### src/rtl/afsm_pkg.sv
// Shared types, codes and widths for the arming and flight-state sequencer.
// No dependencies; imported by every module of the block.
package afsm_pkg;

	localparam int STICK_BITS = 11;
	// comparison width: holds stick values and config sums such as stick_max + dead_band
	localparam int CMP_W = ((STICK_BITS > 12) ? STICK_BITS : 12) + 1;

	localparam int CFG_IDX_W  = 2;
	localparam int CFG_DATA_W = 11;

	typedef enum logic [CFG_IDX_W-1:0] {
		CFG_STICK_MAX = 2'd0,
		CFG_STICK_MIN = 2'd1,
		CFG_DEAD_BAND = 2'd2
	} cfg_idx_t;

	typedef enum logic [2:0] {
		ST_INIT   = 3'd0,
		ST_CAL    = 3'd1,
		ST_READY  = 3'd2,
		ST_IDLE   = 3'd3,
		ST_HOVER  = 3'd4,
		ST_MOVING = 3'd5
	} fstate_t;

	localparam logic       ACT_FRAME = 1'b0;
	localparam logic       ACT_FORCE = 1'b1;

	localparam logic [1:0] SW_UP   = 2'd0;
	localparam logic [1:0] SW_DOWN = 2'd2;

	localparam logic [1:0] LED_NONE  = 2'd0;
	localparam logic [1:0] LED_RED   = 2'd1;
	localparam logic [1:0] LED_GREEN = 2'd2;

	localparam logic [2:0] PAT_NONE  = 3'd0;
	localparam logic [2:0] PAT_ARMED = 3'd0;
	localparam logic [2:0] PAT_FLY   = 3'd2;
	localparam logic [2:0] PAT_STOP  = 3'd5;

	localparam logic [1:0] DRV_OFF  = 2'd0;
	localparam logic [1:0] DRV_IDLE = 2'd1;
	localparam logic [1:0] DRV_FLY  = 2'd2;

	typedef struct packed {
		logic [9:0]  stick_max;
		logic [10:0] stick_min;
		logic [9:0]  dead_band;
	} cfg_t;

	typedef struct packed {
		logic                  action;
		logic [1:0]            left_switch;
		logic [1:0]            right_switch;
		logic [STICK_BITS-1:0] stick_a;
		logic [STICK_BITS-1:0] stick_b;
		logic [STICK_BITS-1:0] stick_c;
		logic [STICK_BITS-1:0] stick_throttle;
		logic [2:0]            requested_state;
	} item_t;

	typedef struct packed {
		logic       armed;
		fstate_t    flight_state;
		logic       led_write;
		logic [1:0] led_color;
		logic [2:0] led_pattern;
		logic [1:0] motor_drive;
	} result_t;

endpackage

### src/rtl/arming_flight_state_machine.sv
// Arming and flight-state sequencer, top level. Depends on afsm_pkg, afsm_cfg, afsm_decide.
// Pipeline: input register, then the decision into the result register. Throughput: one
// item per cycle while out_stall does not hold the result register; the decision reads the
// mode and state registers written by the previous item in the same cycle.
// Reset: asynchronous, clears the pipeline, mode to stop, state to init, config to defaults.
module arming_flight_state_machine import afsm_pkg::*; (
	input  logic                  clk,
	input  logic                  arst_n,
	input  logic                  cfg_we,
	input  logic [CFG_IDX_W-1:0]  cfg_index,
	input  logic [CFG_DATA_W-1:0] cfg_data,
	input  logic                  in_valid,
	output logic                  in_stall,
	input  logic                  action,
	input  logic [1:0]            left_switch,
	input  logic [1:0]            right_switch,
	input  logic [STICK_BITS-1:0] stick_a,
	input  logic [STICK_BITS-1:0] stick_b,
	input  logic [STICK_BITS-1:0] stick_c,
	input  logic [STICK_BITS-1:0] stick_throttle,
	input  logic [2:0]            requested_state,
	output logic                  out_valid,
	input  logic                  out_stall,
	output logic                  armed,
	output logic [2:0]            flight_state,
	output logic                  led_write,
	output logic [1:0]            led_color,
	output logic [2:0]            led_pattern,
	output logic [1:0]            motor_drive
);

	cfg_t    cfg;
	item_t   item_s1;
	logic    valid_s1;
	logic    mode_q;
	fstate_t state_q;
	result_t res, res_q;
	logic    out_valid_q;
	logic    adv;

	afsm_cfg u_cfg (
		.clk       (clk),
		.arst_n    (arst_n),
		.cfg_we    (cfg_we),
		.cfg_index (cfg_index),
		.cfg_data  (cfg_data),
		.cfg       (cfg)
	);

	afsm_decide u_decide (
		.item  (item_s1),
		.mode  (mode_q),
		.state (state_q),
		.cfg   (cfg),
		.res   (res)
	);

	// result register free or being drained this cycle
	assign adv      = ~out_valid_q | ~out_stall;
	assign in_stall = valid_s1 & ~adv;

	always_ff @(posedge clk or negedge arst_n) begin
		if (!arst_n) begin
			valid_s1    <= 1'b0;
			out_valid_q <= 1'b0;
			mode_q      <= 1'b0;
			state_q     <= ST_INIT;
		end else begin
			if (!in_stall)
				valid_s1 <= in_valid;
			if (adv)
				out_valid_q <= valid_s1;
			if (valid_s1 && adv) begin
				mode_q  <= res.armed;
				state_q <= res.flight_state;
			end
		end
	end

	always_ff @(posedge clk) begin
		if (in_valid && !in_stall) begin
			item_s1.action          <= action;
			item_s1.left_switch     <= left_switch;
			item_s1.right_switch    <= right_switch;
			item_s1.stick_a         <= stick_a;
			item_s1.stick_b         <= stick_b;
			item_s1.stick_c         <= stick_c;
			item_s1.stick_throttle  <= stick_throttle;
			item_s1.requested_state <= requested_state;
		end
		if (valid_s1 && adv)
			res_q <= res;
	end

	assign out_valid    = out_valid_q;
	assign armed        = res_q.armed;
	assign flight_state = res_q.flight_state;
	assign led_write    = res_q.led_write;
	assign led_color    = res_q.led_color;
	assign led_pattern  = res_q.led_pattern;
	assign motor_drive  = res_q.motor_drive;

endmodule

### src/rtl/afsm_cfg.sv
// Configuration registers: stick full-scale limits and dead band.
// Depends on afsm_pkg.
module afsm_cfg import afsm_pkg::*; (
	input  logic                  clk,
	input  logic                  arst_n,
	input  logic                  cfg_we,
	input  logic [CFG_IDX_W-1:0]  cfg_index,
	input  logic [CFG_DATA_W-1:0] cfg_data,
	output cfg_t                  cfg
);

	localparam logic [9:0]  STICK_MAX_RST = 10'd660;
	localparam logic [10:0] STICK_MIN_RST = 11'h56C; // -660
	localparam logic [9:0]  DEAD_BAND_RST = 10'd50;

	cfg_t cfg_q;

	always_ff @(posedge clk or negedge arst_n) begin
		if (!arst_n) begin
			cfg_q.stick_max <= STICK_MAX_RST;
			cfg_q.stick_min <= STICK_MIN_RST;
			cfg_q.dead_band <= DEAD_BAND_RST;
		end else if (cfg_we) begin
			unique case (cfg_index)
				CFG_STICK_MAX: cfg_q.stick_max <= cfg_data[9:0];
				CFG_STICK_MIN: cfg_q.stick_min <= cfg_data;
				CFG_DEAD_BAND: cfg_q.dead_band <= cfg_data[9:0];
				default: ; // unmapped index
			endcase
		end
	end

	assign cfg = cfg_q;

endmodule

### src/rtl/afsm_decide.sv
// Next-state, LED and drive-class decision for one item against the held mode and state.
// Depends on afsm_pkg; purely combinational.
module afsm_decide import afsm_pkg::*; (
	input  item_t   item,
	input  logic    mode,
	input  fstate_t state,
	input  cfg_t    cfg,
	output result_t res
);

	logic signed [CMP_W-1:0] a_w, b_w, c_w, t_w;
	logic signed [CMP_W-1:0] smax_w, smin_w, db_w, ndb_w;
	logic signed [CMP_W-1:0] max_hi, max_lo, min_hi;
	logic gesture, thr_up, any_off, all_centred;
	logic    mode_n;
	fstate_t state_n;

	function automatic logic centred(input logic signed [CMP_W-1:0] c,
			input logic signed [CMP_W-1:0] db, input logic signed [CMP_W-1:0] ndb);
		centred = (c <= db) && (c > ndb);
	endfunction

	function automatic logic off_centre(input logic signed [CMP_W-1:0] c,
			input logic signed [CMP_W-1:0] db, input logic signed [CMP_W-1:0] ndb);
		off_centre = (c >= db) || (c <= ndb);
	endfunction

	always_comb begin
		a_w    = CMP_W'($signed(item.stick_a));
		b_w    = CMP_W'($signed(item.stick_b));
		c_w    = CMP_W'($signed(item.stick_c));
		t_w    = CMP_W'($signed(item.stick_throttle));
		smax_w = $signed(CMP_W'(cfg.stick_max));
		smin_w = CMP_W'($signed(cfg.stick_min));
		db_w   = $signed(CMP_W'(cfg.dead_band));
		ndb_w  = -db_w;
		max_hi = smax_w + db_w;
		max_lo = smax_w - db_w;
		min_hi = smin_w + db_w;

		gesture     = (a_w <= max_hi) && (b_w <= min_hi) && (c_w >= max_lo) && (t_w <= min_hi);
		thr_up      = (t_w >= db_w);
		any_off     = off_centre(a_w, db_w, ndb_w) || off_centre(b_w, db_w, ndb_w) ||
		              off_centre(c_w, db_w, ndb_w) || off_centre(t_w, db_w, ndb_w);
		all_centred = centred(a_w, db_w, ndb_w) && centred(b_w, db_w, ndb_w) &&
		              centred(c_w, db_w, ndb_w) && centred(t_w, db_w, ndb_w);

		mode_n          = mode;
		state_n         = state;
		res.led_write   = 1'b0;
		res.led_color   = LED_NONE;
		res.led_pattern = PAT_NONE;

		if (item.action == ACT_FORCE) begin
			if (!mode && item.requested_state <= 3'(ST_MOVING))
				state_n = fstate_t'(item.requested_state);
		end else if (item.left_switch == SW_UP) begin
			mode_n = 1'b0;
			if (state == ST_IDLE || state == ST_HOVER || state == ST_MOVING) begin
				res.led_write   = 1'b1;
				res.led_color   = LED_RED;
				res.led_pattern = PAT_STOP;
				state_n         = ST_READY;
			end
			// calibration overrides, red LED still reported
			if (item.right_switch == SW_DOWN)
				state_n = ST_CAL;
		end else if (item.left_switch == SW_DOWN) begin
			if (!mode) begin
				if (state == ST_READY)
					mode_n = 1'b1;
			end else begin
				unique case (state)
					ST_READY: if (gesture) begin
						res.led_write   = 1'b1;
						res.led_color   = LED_GREEN;
						res.led_pattern = PAT_ARMED;
						state_n         = ST_IDLE;
					end
					ST_IDLE: if (thr_up) begin
						res.led_write   = 1'b1;
						res.led_color   = LED_GREEN;
						res.led_pattern = PAT_FLY;
						state_n         = ST_MOVING;
					end
					ST_HOVER: if (any_off) begin
						res.led_write   = 1'b1;
						res.led_color   = LED_GREEN;
						res.led_pattern = PAT_FLY;
						state_n         = ST_MOVING;
					end
					ST_MOVING: if (all_centred) begin
						res.led_write   = 1'b1;
						res.led_color   = LED_GREEN;
						res.led_pattern = PAT_FLY;
						state_n         = ST_HOVER;
					end
					default: ;
				endcase
			end
		end

		res.motor_drive = DRV_OFF;
		if (mode_n) begin
			if (state_n == ST_IDLE)
				res.motor_drive = DRV_IDLE;
			else if (state_n == ST_HOVER || state_n == ST_MOVING)
				res.motor_drive = DRV_FLY;
		end
		res.armed        = mode_n;
		res.flight_state = state_n;
	end

endmodule

### config.mk
export PLATFORM = sky130hd
export DESIGN_NAME = arming_flight_state_machine
export DESIGN_NICKNAME = d
export VERILOG_FILES = /design/src/rtl/afsm_pkg.sv /design/src/rtl/arming_flight_state_machine.sv /design/src/rtl/afsm_cfg.sv /design/src/rtl/afsm_decide.sv
export SDC_FILE = /design/constraint.sdc
export NUM_CORES = 1
export LEC_CHECK = 0
export BUFFER_PORTS_ARGS = -buffer_cell sky130_fd_sc_hd__buf_2
export CAP_MARGIN = 40
export CORE_MARGIN = 3
export CORE_UTILIZATION = 56
export CTS_CLUSTER_DIAMETER = 40
export CTS_CLUSTER_SIZE = 16
export DETAILED_ROUTE_END_ITERATION = 10
export GPL_TIMING_DRIVEN = 0
export PLACE_DENSITY = 0.76
export SYNTH_ARGS = -nofsm -noshare
export SYNTH_HDL_FRONTEND = slang
export SYNTH_SLANG_ARGS = --single-unit
export TNS_END_PERCENT = 100
### constraint.sdc
create_clock -name clk -period 8.1 [get_ports clk]
set_input_delay 1.62 -clock clk [delete_from_list [all_inputs] [get_ports clk]]
set_output_delay 1.62 -clock clk [all_outputs]
set_load 0.01 [all_outputs]
==> summary.md, run 1 <==
| Metric | Value |
|---|---|
| PortBufs | between 80 and 90 |
| Post-route cell area | about 9100 sq um |
| Sw Share | 41.1% |
| Yosys warns | 0 |
| Latest clock arrival within the worst-skew pair | 0.36 ns |
| Worst Tran Pin Value | 0.813 ns |
| Type of the most critical hold path | register to register |
| Flops & latches, synth | 99 |
| Average size of a mapped cell | 10.2 sq um |
| First-pass GRT wire length | 31.7 mm |
| # nets final | 1126 |
| Largest net degree at the start of global routing | 32 |
| Placed inst area | 8840 sq um |
| Post-synthesis sequential area ratio | 34.4% |
| Routability cong. | ~0.97 |
| Max_slew headroom | 45.3% |
| Synth unique cells | 64 |
| RSZ-0062 raised after global routing | false |
| CP Data Arrival Time | 5.28 ns |
| DRT Pass-1 Iters | 5 |
| Max Cap Viol | 0 |
| Period Utilization, post-route | 63.9% |
| Final routed DRC violation total | 0 |
| Crit Path Category | register to register |
| Logic gate share of total power | 49.8% |
| Total grt overflow | 0 |
| Critical path launch point type | register |
| Mapped Cells | 797 |
| Post-synth ARST share | 37.4% |
| Vias per inst | 6.03 |
| CP peak stage delay | 0.61 ns |
| CP delay by family, top | compound AO/OA/AOI/OAI gates |
| ANT nets after route | 0 |
| Ant diodes | 0 |
| Fin Setup TNS | 0 ns |
| Worst VDD drop | 179 uV |
| Critical path cell sequence | inv_1 -> ha_1 -> nand2b_1 -> a21oi_1 -> o21ai_0 -> a21oi_1 -> o21ai_0 -> a21oi_1 -> o21bai_1 -> o311ai_0 -> ha_1 -> nand4_1 -> nor3_1 -> nor4_1 -> o21ai_0 -> o211ai_1 -> or4_1 -> o211ai_1 -> a211oi_2 -> nor2_1 |
| Cell Int Power | roughly 0.0013 W |
| Clk slew on worst S/H paths | 0.07 ns |
| Final Hold Vio Count | 0 |
| Clock Power Share | 19.6% |
| Htree depth | 3 |
| Top Ports | 84 |
| WL final | 19.8 mm |
| Overall die area | roughly 16000 sq um |
| Die outline width | around 130 um |
| F_max | 193 MHz |
| Syn nets | 1030 |
| Worst Path Max Fanout | 9 |
| DP HPWL | ~16 mm |
| Clock Path Buffers | 2 |
| Sw power | 0.000923 W |
| PostCTS Resize Cnt | 0 |
| Max-slew violations | 0 |
| Clock buffer count from CTS | 9 |
| Clock root buffer | clkbuf_16 |
| Total track usage | about a quarter |
| Row cnt | between 40 and 50 |
| Cts hold-fix bufs | 0 |
| Core outline area | 14000 sq um |
| Layout cell share with drive strength beyond 1 | between 10% and 20% |
| Initial antenna violation count | 0 |
| Leak pwr | a little over 4 nW |
| WL/cell | 18.3 um |
| CP bufs+invs | 1 |
| Post-synth EDFFs | 62 |
| Post-CTS Setup Bufs | 0 |
| Worst Path Required | 8.21 ns |
| Die Y-Extent | approximately 130 um |
| Mapped cell area | about 8000 sq um |
| Worst Setup End Kind | register |
| Setup Skew | 0.0145 ns |
| Vias in the first global route | 6155 |
| Slowest cell on crit path | dfstp_2 |
| Sinks on the clock net | 99 |
| Min Clock Period, post-route | 5.18 ns |
| Run status | completed |
| Vias | 6499 |
| Area growth syn-to-layout | 12.1% |
| Final Setup Violations | 0 |
| Main synth FF type | edfxtp_1 |
| Power Density | ~250 nW/um^2 |
| Starting Density | 58.1% |
| First DRT Iteration DRCs | between 400 and 500 |
| CTS tree | yes |
| Seq pwr share | between 30% and 40% |
layer usage:
layer	wire length, um	up-vias	track usage [%]
met1	9220	3034	34.7
met4	518	0	8.77
met5	0	-	0
met3	1040	40	4.17
li1	-	3216	-
met2	8970	209	40.0
metrics by stage:
step / setup slack [ns] / utilization, % / hold slack [ns] / instances / power, W
6_report: 2.92 / 65.1 / 0.503 / 1078 / 0.00225
5_1_grt: 2.65 / 65.1 / 0.553 / 1078 / 0.00244
4_1_cts: 2.96 / 65.1 / 0.507 / 1078 / 0.00224
3_5_place_dp: 2.99 / 63.0 / 0.492 / 1062 / 0.00180
3_3_place_gp: 3.10 / 62.7 / 0.466 / 1060 / 0.00177
2_1_floorplan: 4.17 / - / 0.457 / 797 / 0.00151
cell usage in the layout (no fill, tap or decap), types with 19 or more instances in the layout:
| cell | Yosys | final |
|---|---|---|
| ha_1 | 160 | 160 |
| buf_2 | 1 | 84 |
| edfxtp_1 | 62 | 62 |
| a21oi_1 | 56 | 56 |
| inv_1 | 53 | 53 |
| nor2_1 | 47 | 47 |
| o21ai_0 | 43 | 43 |
| nand2_1 | 38 | 38 |
| mux2_2 | 29 | 29 |
| dfrtp_1 | 24 | 24 |
| nand3_1 | 22 | 22 |
| xnor2_1 | 21 | 21 |
| nand4_1 | 19 | 19 |
worst paths after layout:
kind,startpoint,cells after the start,slack [ns],endpoint
setup / recovery,u_cfg.cfg[1],20,2.92,motor_drive[0]
hold / removal,valid_s1,1,0.50,out_valid
setup reg to reg,u_cfg.cfg[1],20,2.92,motor_drive[0]
hold reg to reg,valid_s1,1,0.50,out_valid
max in group asynchronous,arst_n,2,6.47,u_cfg.cfg[30]
min in group asynchronous,arst_n,1,1.13,valid_s1
sequential cells by signal (all words and copies together) (netlist names):
register,count
u_cfg.cfg,31
armed,1
flight_state,3
mode_q,1
out_valid,1
led_color,1
item_s1,52
motor_drive,2
state_q,3
led_write,1
valid_s1,1
led_pattern,2
kinds of logic after synthesis:
logic type / count (synthesis) / synth area share [%]
AND/OR/NAND/NOR: 218 / 14.4
AO/OA/AOI/OAI: 195 / 15.7
adder cells (fa/ha/maj): 163 / 25.3
XOR/XNOR: 29 / 3.11
multiplexers: 30 / 4.13
buffers and inverters: 63 / 3.01
flip-flops: 99 / 34.4
worst reg2reg max path, stage by stage, from the launching register on:
cell      delay, ns
dfstp_2        0.61
inv_1          0.25
ha_1           0.38
nand2b_1       0.14
a21oi_1        0.19
o21ai_0        0.10
a21oi_1        0.24
o21ai_0        0.11
a21oi_1        0.22
o21bai_1       0.12
o311ai_0       0.37
ha_1           0.32
nand4_1        0.11
nor3_1         0.07
nor4_1         0.21
o21ai_0        0.14
o211ai_1       0.50
or4_1          0.21
o211ai_1       0.21
a211oi_2       0.35
nor2_1         0.08
cell type report:
| type | count | area [sq um] |
|---|---|---|
| fill | 1166 | 4900 |
| inverter | 53 | 199 |
| tap | 180 | 225 |
| clock inverter | 6 | 65.1 |
| sequential | 99 | 2800 |
| buffer | 10 | 46.3 |
| multi-input combinational | 635 | 5110 |
| timing repair buffer | 85 | 455 |
| clock buffer | 10 | 239 |
power by group through the flow:
stage	combinational (W)	sequential (W)	clock, W
floorplan	0.000845	0.000666	0
global placement	0.00107	0.000696	0
detailed placement	0.00110	0.000696	0
CTS	0.00111	0.000686	0.000444
global route	0.00127	0.000695	0.000469
finish	0.00112	0.000688	0.000440
cells in the mapped netlist (5+ instances only):
cell / count / area share (%)
o21bai_1: 9 / 0.83
nor4_1: 10 / 0.77
o21ai_0: 43 / 2.6
nand2b_1: 15 / 1.2
nor2_1: 47 / 2.2
dfstp_2: 13 / 4.2
a21o_1: 18 / 1.7
a21oi_1: 56 / 3.4
xor2_1: 8 / 0.86
o31ai_1: 5 / 0.46
ha_1: 160 / 25
clkbuf_1: 7 / 0.32
nand3b_1: 8 / 0.74
nand2_1: 38 / 1.7
nand4_1: 19 / 1.5
dfrtp_1: 24 / 7.4
edfxtp_1: 62 / 23
xnor2_1: 21 / 2.3
a211oi_1: 14 / 1.3
o211ai_1: 7 / 0.64
nor3_1: 15 / 0.92
inv_1: 53 / 2.4
mux2_2: 29 / 4.0
nand3_1: 22 / 1.3
nor2b_1: 13 / 1.0
Note: power is estimated with default switching activity, not from simulation.
==> run 2: changes to the inputs <==
Settings changed: ABC_AREA set to 1, CORE_UTILIZATION 56 to 55, PLACE_DENSITY 0.76 to 0.78.
Clock period 8.1 ns to 4.2 ns, I/O delays scaled along.
==> summary.md, run 2 <==
| Metric | Value |
|---|---|
| Hold Slack | 0.284 ns |
| Top Ports | 84 |
| # nets final | 1320 |
| Worst Setup End Kind | register |
| Die Y-Extent | 128 um |
| Most frequent cell after synthesis | nand2_1 |
| XOR/XNOR share of the synthesized area | 3.20% |
| Met2 Usage GRT | approximately 41% |
| Sinks on the clock net | just under 100 |
| Row cnt | 44 |
| Largest net degree at the start of global routing | 36 |
| WL final | 20.4 mm |
| Synth top cells by count | 191 x nand2_1, 160 x ha_1, 120 x inv_1, 85 x a21oi_1, 74 x o21ai_0 |
| Commonest non-fill, non-tap cell in the layout | nand2_1 |
| Worst r2r src | u_cfg.cfg[1] |
| Max_slew headroom | 51.7% |
| Most frequent CP cell | nand2_1 |
| Area growth syn-to-layout | 15.6% |
| CP delay by family, top | compound AO/OA/AOI/OAI gates |
| Clock buffer count from CTS | 9 |
| Min Clock Period, post-route | 4.03 ns |
| Crit. Startpoint | u_cfg.cfg[1] |
| Post-synth ARST share | a little under two fifths |
| Post-synthesis sequential area ratio | 34.1% |
| Run status | completed |
| Crit Path Category | register to register |
| Die outline width | 128 um |
| Worst Path Required | 4.31 ns |
| CP Data Arrival Time | 4.14 ns |
| Synth Area in Compound Gates | 12.2% |
| ANT nets after route | 0 |
| Vias | 7151 |
| Total track usage | between 20% and 30% |
| Ant diodes | 0 |
| Starting Density | 56.3% |
| F_max | 248 MHz |
| Setup ws final | roughly 0.17 ns |
| CTS tree | yes |
| DP HPWL | 15.8 mm |
| Type of the most critical hold path | input port to asynchronous set/reset pin |
| DRT Pass-1 Iters | 5 |
| Mapped cell area | approximately 8200 sq um |
| Clk slew on worst S/H paths | 0.07 ns |
| Synth top area share | between 20 and 25% |
| Post-synth EDFFs | 62 |
| Placed inst area | 8900 sq um |
| Largest register FFs | 52 |
| Overall die area | 16400 sq um |
| Period Utilization, post-route | 95.9% |
| Yosys warns | 0 |
| First-pass GRT wire length | between 30 and 40 mm |
| Average size of a mapped cell | 8.43 sq um |
| Core outline area | about 15000 sq um |
| Initial antenna violation count | 0 |
| Power Density | between 400 and 500 nW/um^2 |
| PortBufs | 83 |
| Largest Register | item_s1 |
| Main synth FF type | edfxtp_1 |
| Vias in the first global route | 6654 |
| Final Non-Filler Cells | roughly 1.3k |
| Most frequent cells in the layout | 191 x nand2_1, 156 x ha_1, 114 x inv_1 |
| Synth unique cells | 44 |
| Clock root buffer | clkbuf_16 |
| Adder-Cell Fraction of Synth Area | 25.1% |
| Latest clock arrival within the worst-skew pair | 0.36 ns |
| Mux cell area share after synthesis | 0% |
| Worst Tran Pin Value | 0.722 ns |
| Setup Skew | 0.0105 ns |
| Worst VDD drop | 371 uV |
| Final routed DRC violation total | 0 |
| Final Setup Violations | 0 |
| Routability cong. | 0.932 |
| Htree depth | 3 |
| CP peak stage delay | approximately 0.58 ns |
| Post-route cell area | ~9500 sq um |
| Grt peak-use layer | met2 |
| Dominant cell type by area after synthesis | ha_1 |
| GR Util met3 | 4.29% |
| Slowest cell on crit path | dfstp_2 |
| Mapped Cells | 974 |
| First DRT Iteration DRCs | 547 |
| Met1 GRT Util | 35.0% |
| Fill count | 1199 |
| Placed Instances | 1243 |
| WL/cell | approximately 16 um |
| Total grt overflow | 0 |
| Max Cap Viol | 0 |
| Ranking of synthesized cells by area | ha_1 24%, edfxtp_1 23%, nand2_1 8.7% |
| Worst slack at placement | -0.280 ns |
| Cts hold-fix bufs | 0 |
| Syn nets | 1207 |
| Largest family of logic cells by synthesized area | adder cells |
| Worst Path Max Fanout | 4 |
| Max-slew violations | 0 |
| Flops & latches, synth | 99 |
| Layout cell share with drive strength beyond 1 | 16.4% |
| Leak pwr | between 4 and 5 nW |
| CP bufs+invs | 2 |
| Clock Path Buffers | 2 |
| Critical path launch point type | register |
| Synth Area in Simple Gates | 19.3% |
| Vias per inst | between 5 and 6 |
| Final Hold Vio Count | 0 |
==> run 2: cell families (layout without fill, tap and decap cells) <==
group | after synthesis | in the layout
simple gates | 364 | 364
fa+ha+maj | 163 | 163
flops | 99 | 99
compound gates | 188 | 188
buf+inv | 130 | 248
xor+xnor | 30 | 30
==> run 2: stage by stage <==
step,util (%),total power [W],TNS [ns]
after detailed placement,61.0,0.00326,-0.990
after global placement,60.7,0.00320,-0.856
after global routing,65.1,0.00466,-0.0522
final,65.1,0.00428,0
after CTS,63.4,0.00414,0
after floorplan,-,0.00274,0
==> run 2: cell type report <==
type                            instances  area [sq um]  area share [%]
Timing Repair Buffer                  102           583            6.14
Inverter                              121           469            4.94
Tap cell                              184           230            2.42
Multi-Input combinational cell        745          5040            53.1
Clock inverter                          4          37.5           0.395
Clock buffer                           12           278            2.92
Buffer                                  9          48.8           0.514
Sequential cell                        99          2810            29.6
==> run 2: power by group <==
part	switching (W)	internal, W	total, W
clock network	0.000378	0.000480	0.000857
registers	0.000140	0.00119	0.00133
logic	0.00126	0.000834	0.00209
==> run 2: final timing paths <==
path,depth (start not counted),to,slack (ns)
max,26,flight_state[0],0.17
min reg2reg,2,out_valid,0.49
max in group asynchronous,2,u_cfg.cfg[20],3.44
max reg2reg,26,flight_state[0],0.17
min,1,state_q[2],0.28
min in group clk,2,out_valid,0.49
==> run 2: per-layer routing <==
metal  up-vias  wire length [um]
met5         -                 0
met3        31              1360
met1      3309              9190
met4         0               492
met2       227              9320
li1       3584                 -
==> run 2: timing repair <==
action	CTS	global route
endpoints found under the setup margin	5	5
gates resized for setup	6	28
buffers inserted	2	15
pin swaps	0	20
==> run 3: changes to the inputs <==
Settings changed: CORE_UTILIZATION 55 to 40, PLACE_DENSITY 0.78 to unset.
==> summary.md, run 3 (same netlist as run 2, synthesis figures left out) <==
| Metric | Value |
|---|---|
| Crit Path Category | register to register |
| First DRT Iteration DRCs | 469 |
| Max-slew violations | 0 |
| Final Setup Violations | 0 |
| Largest net degree at the start of global routing | 32 |
| Final Hold Vio Count | 0 |
| Vias | 6983 |
| Type of the most critical hold path | input port to asynchronous set/reset pin |
| Clock root buffer | clkbuf_16 |
| WP depth | 24 |
| Htree depth | 3 |
| Power Density | ~450 nW/um^2 |
| WL/cell | roughly 16 um |
| Period Utilization, post-route | 94.6% |
| PortBufs | 83 |
| Slowest cell on crit path | dfrtp_2 |
| F_max | 252 MHz |
| Die outline width | around 150 um |
| Commonest non-fill, non-tap cell in the layout | nand2_1 |
| Worst Tran Pin Value | 0.698 ns |
| Post-route cell area | 9620 sq um |
| Worst Path Required | 4.32 ns |
| R2R cell count | 24 |
| DP HPWL | ~17 mm |
| Worst Path Max Fanout | 7 |
| Most frequent cells in the layout | 190 x nand2_1, 157 x ha_1, 113 x inv_1 |
| Setup Skew | 0.00785 ns |
| Total grt overflow | 0 |
| Final Non-Filler Cells | between 1k and 1.5k |
| Worst slack at placement | -0.360 ns |
| Max Cap Viol | 0 |
| Layout cell share with drive strength beyond 1 | between 10% and 20% |
| Starting Density | 41.4% |
| Area growth syn-to-layout | 17.2% |
| Leak pwr | 4.71 nW |
| Total track usage | ~20% |
| Min Clock Period, post-route | between 3 and 4 ns |
| Sinks on the clock net | between 90 and 100 |
| Top Ports | 84 |
| Fin Setup TNS | 0 ns |
| Clock buffer count from CTS | 9 |
| Latest clock arrival within the worst-skew pair | 0.36 ns |
| CP peak stage delay | 0.42 ns |
| Clock Path Buffers | 2 |
| CP bufs+invs | 2 |
| Run status | completed |
| Die Y-Extent | between 100 and 150 um |
| Overall die area | 22300 sq um |
| First-pass GRT wire length | 34.3 mm |
| ANT nets after route | 0 |
| Placed Instances | ~1.3k |
| Row cnt | 51 |
| Placed inst area | 9000 sq um |
| Largest Register | item_s1 |
| Clk slew on worst S/H paths | around 0.080 ns |
| Worst VDD drop | 220 uV |
| Worst Setup End Kind | register |
| Core outline area | around 20000 sq um |
| Max_slew headroom | between 50% and 60% |
| Critical path launch point type | register |
| CP Data Arrival Time | about 4.1 ns |
| CTS tree | yes |
| Largest register FFs | 52 |
| Vias in the first global route | ~6.6k |
| Vias per inst | 5.14 |
| DRT Pass-1 Iters | 6 |
| # nets final | 1322 |
| Setup ws final | 0.227 ns |
| Most frequent CP cell | nand2_1 |
| Ant diodes | 0 |
| Final routed DRC violation total | 0 |
| CP delay by family, top | compound AO/OA/AOI/OAI gates |
| Routability cong. | 0.881 |
| WL final | 21.7 mm |
| Initial antenna violation count | 0 |
| Critical path cell sequence | clkinvlp_4 -> ha_1 -> buf_6 -> nand2_1 -> nor2_1 -> a211oi_2 -> o31ai_2 -> a21oi_1 -> o21ai_2 -> a21o_1 -> a21oi_2 -> xor2_1 -> ha_1 -> nand2_1 -> nor2_1 -> nand3_1 -> o2111ai_1 -> nand2_1 -> o21ai_1 -> o21ai_2 -> nor2_2 -> nand4_1 -> nand2_1 -> or2_1 |
## run 3: worst register-to-register path: cells and delay by family (launching register included)
family                   cells  cell delay (ns)
flip-flops                   1             0.42
buffers and inverters        2             0.25
XOR/XNOR                     1             0.21
adder cells (fa/ha/maj)      2             0.59
AO/OA/AOI/OAI                9             1.41
AND/OR/NAND/NOR             10             0.85
## run 3: metrics by stage
step / hold WS [ns] / util (%) / total power, W
final: 0.333 / 48.5 / 0.00431
after global routing: 0.336 / 48.5 / 0.00470
after CTS: 0.326 / 47.2 / 0.00421
after detailed placement: 0.469 / 45.4 / 0.00329
after global placement: 0.457 / 45.2 / 0.00325
after floorplan: 0.448 / - / 0.00274
## run 3: layer usage
metal | vias to the layer above | track usage (%) | part of all wire, % | wire [um]
li1 | 3595 | - | - | -
met1 | 3160 | 29.2 | 49 | 10600
met2 | 193 | 30.7 | 44 | 9540
met3 | 35 | 2.34 | 5.1 | 1100
met4 | 0 | 6.54 | 2.2 | 476
met5 | - | 0 | 0 | 0
## run 3: power breakdown
part / switching [W] / internal, W / total (W)
Combinational: 0.00127 / 0.000830 / 0.00210
Clock: 0.000416 / 0.000456 / 0.000872
Sequential: 0.000144 / 0.00119 / 0.00133
Total: 0.00183 / 0.00248 / 0.00431
## run 3: cell type report
| type | count | area [sq um] |
|---|---|---|
| plain buffers | 9 | 48.8 |
| inverters | 121 | 473 |
| multi-input cells | 745 | 5050 |
| repair buffers | 104 | 598 |
| clock buffers | 10 | 250 |
| fillers | 1923 | 10200 |
| well taps | 265 | 332 |
| flip-flops and latches | 99 | 2810 |
| clock inverters | 6 | 65.1 |
## run 3: final timing paths
check                                   from             to  slack (ns)
min in group clk                    valid_s1      out_valid        0.49
worst max-delay path            u_cfg.cfg[2]      led_write        0.23
max in group asynchronous             arst_n  u_cfg.cfg[25]        3.35
worst min-delay path                  arst_n       valid_s1        0.33
worst max register to register  u_cfg.cfg[2]      led_write        0.23
worst min register to register      valid_s1      out_valid        0.49
## run 3: repair_timing
item	CTS	global route
setup endpoints to repair	5	5
buffers inserted	3	16
resized for setup	9	30
hold buffers	0	0
cloned	0	0
pin swaps	0	12
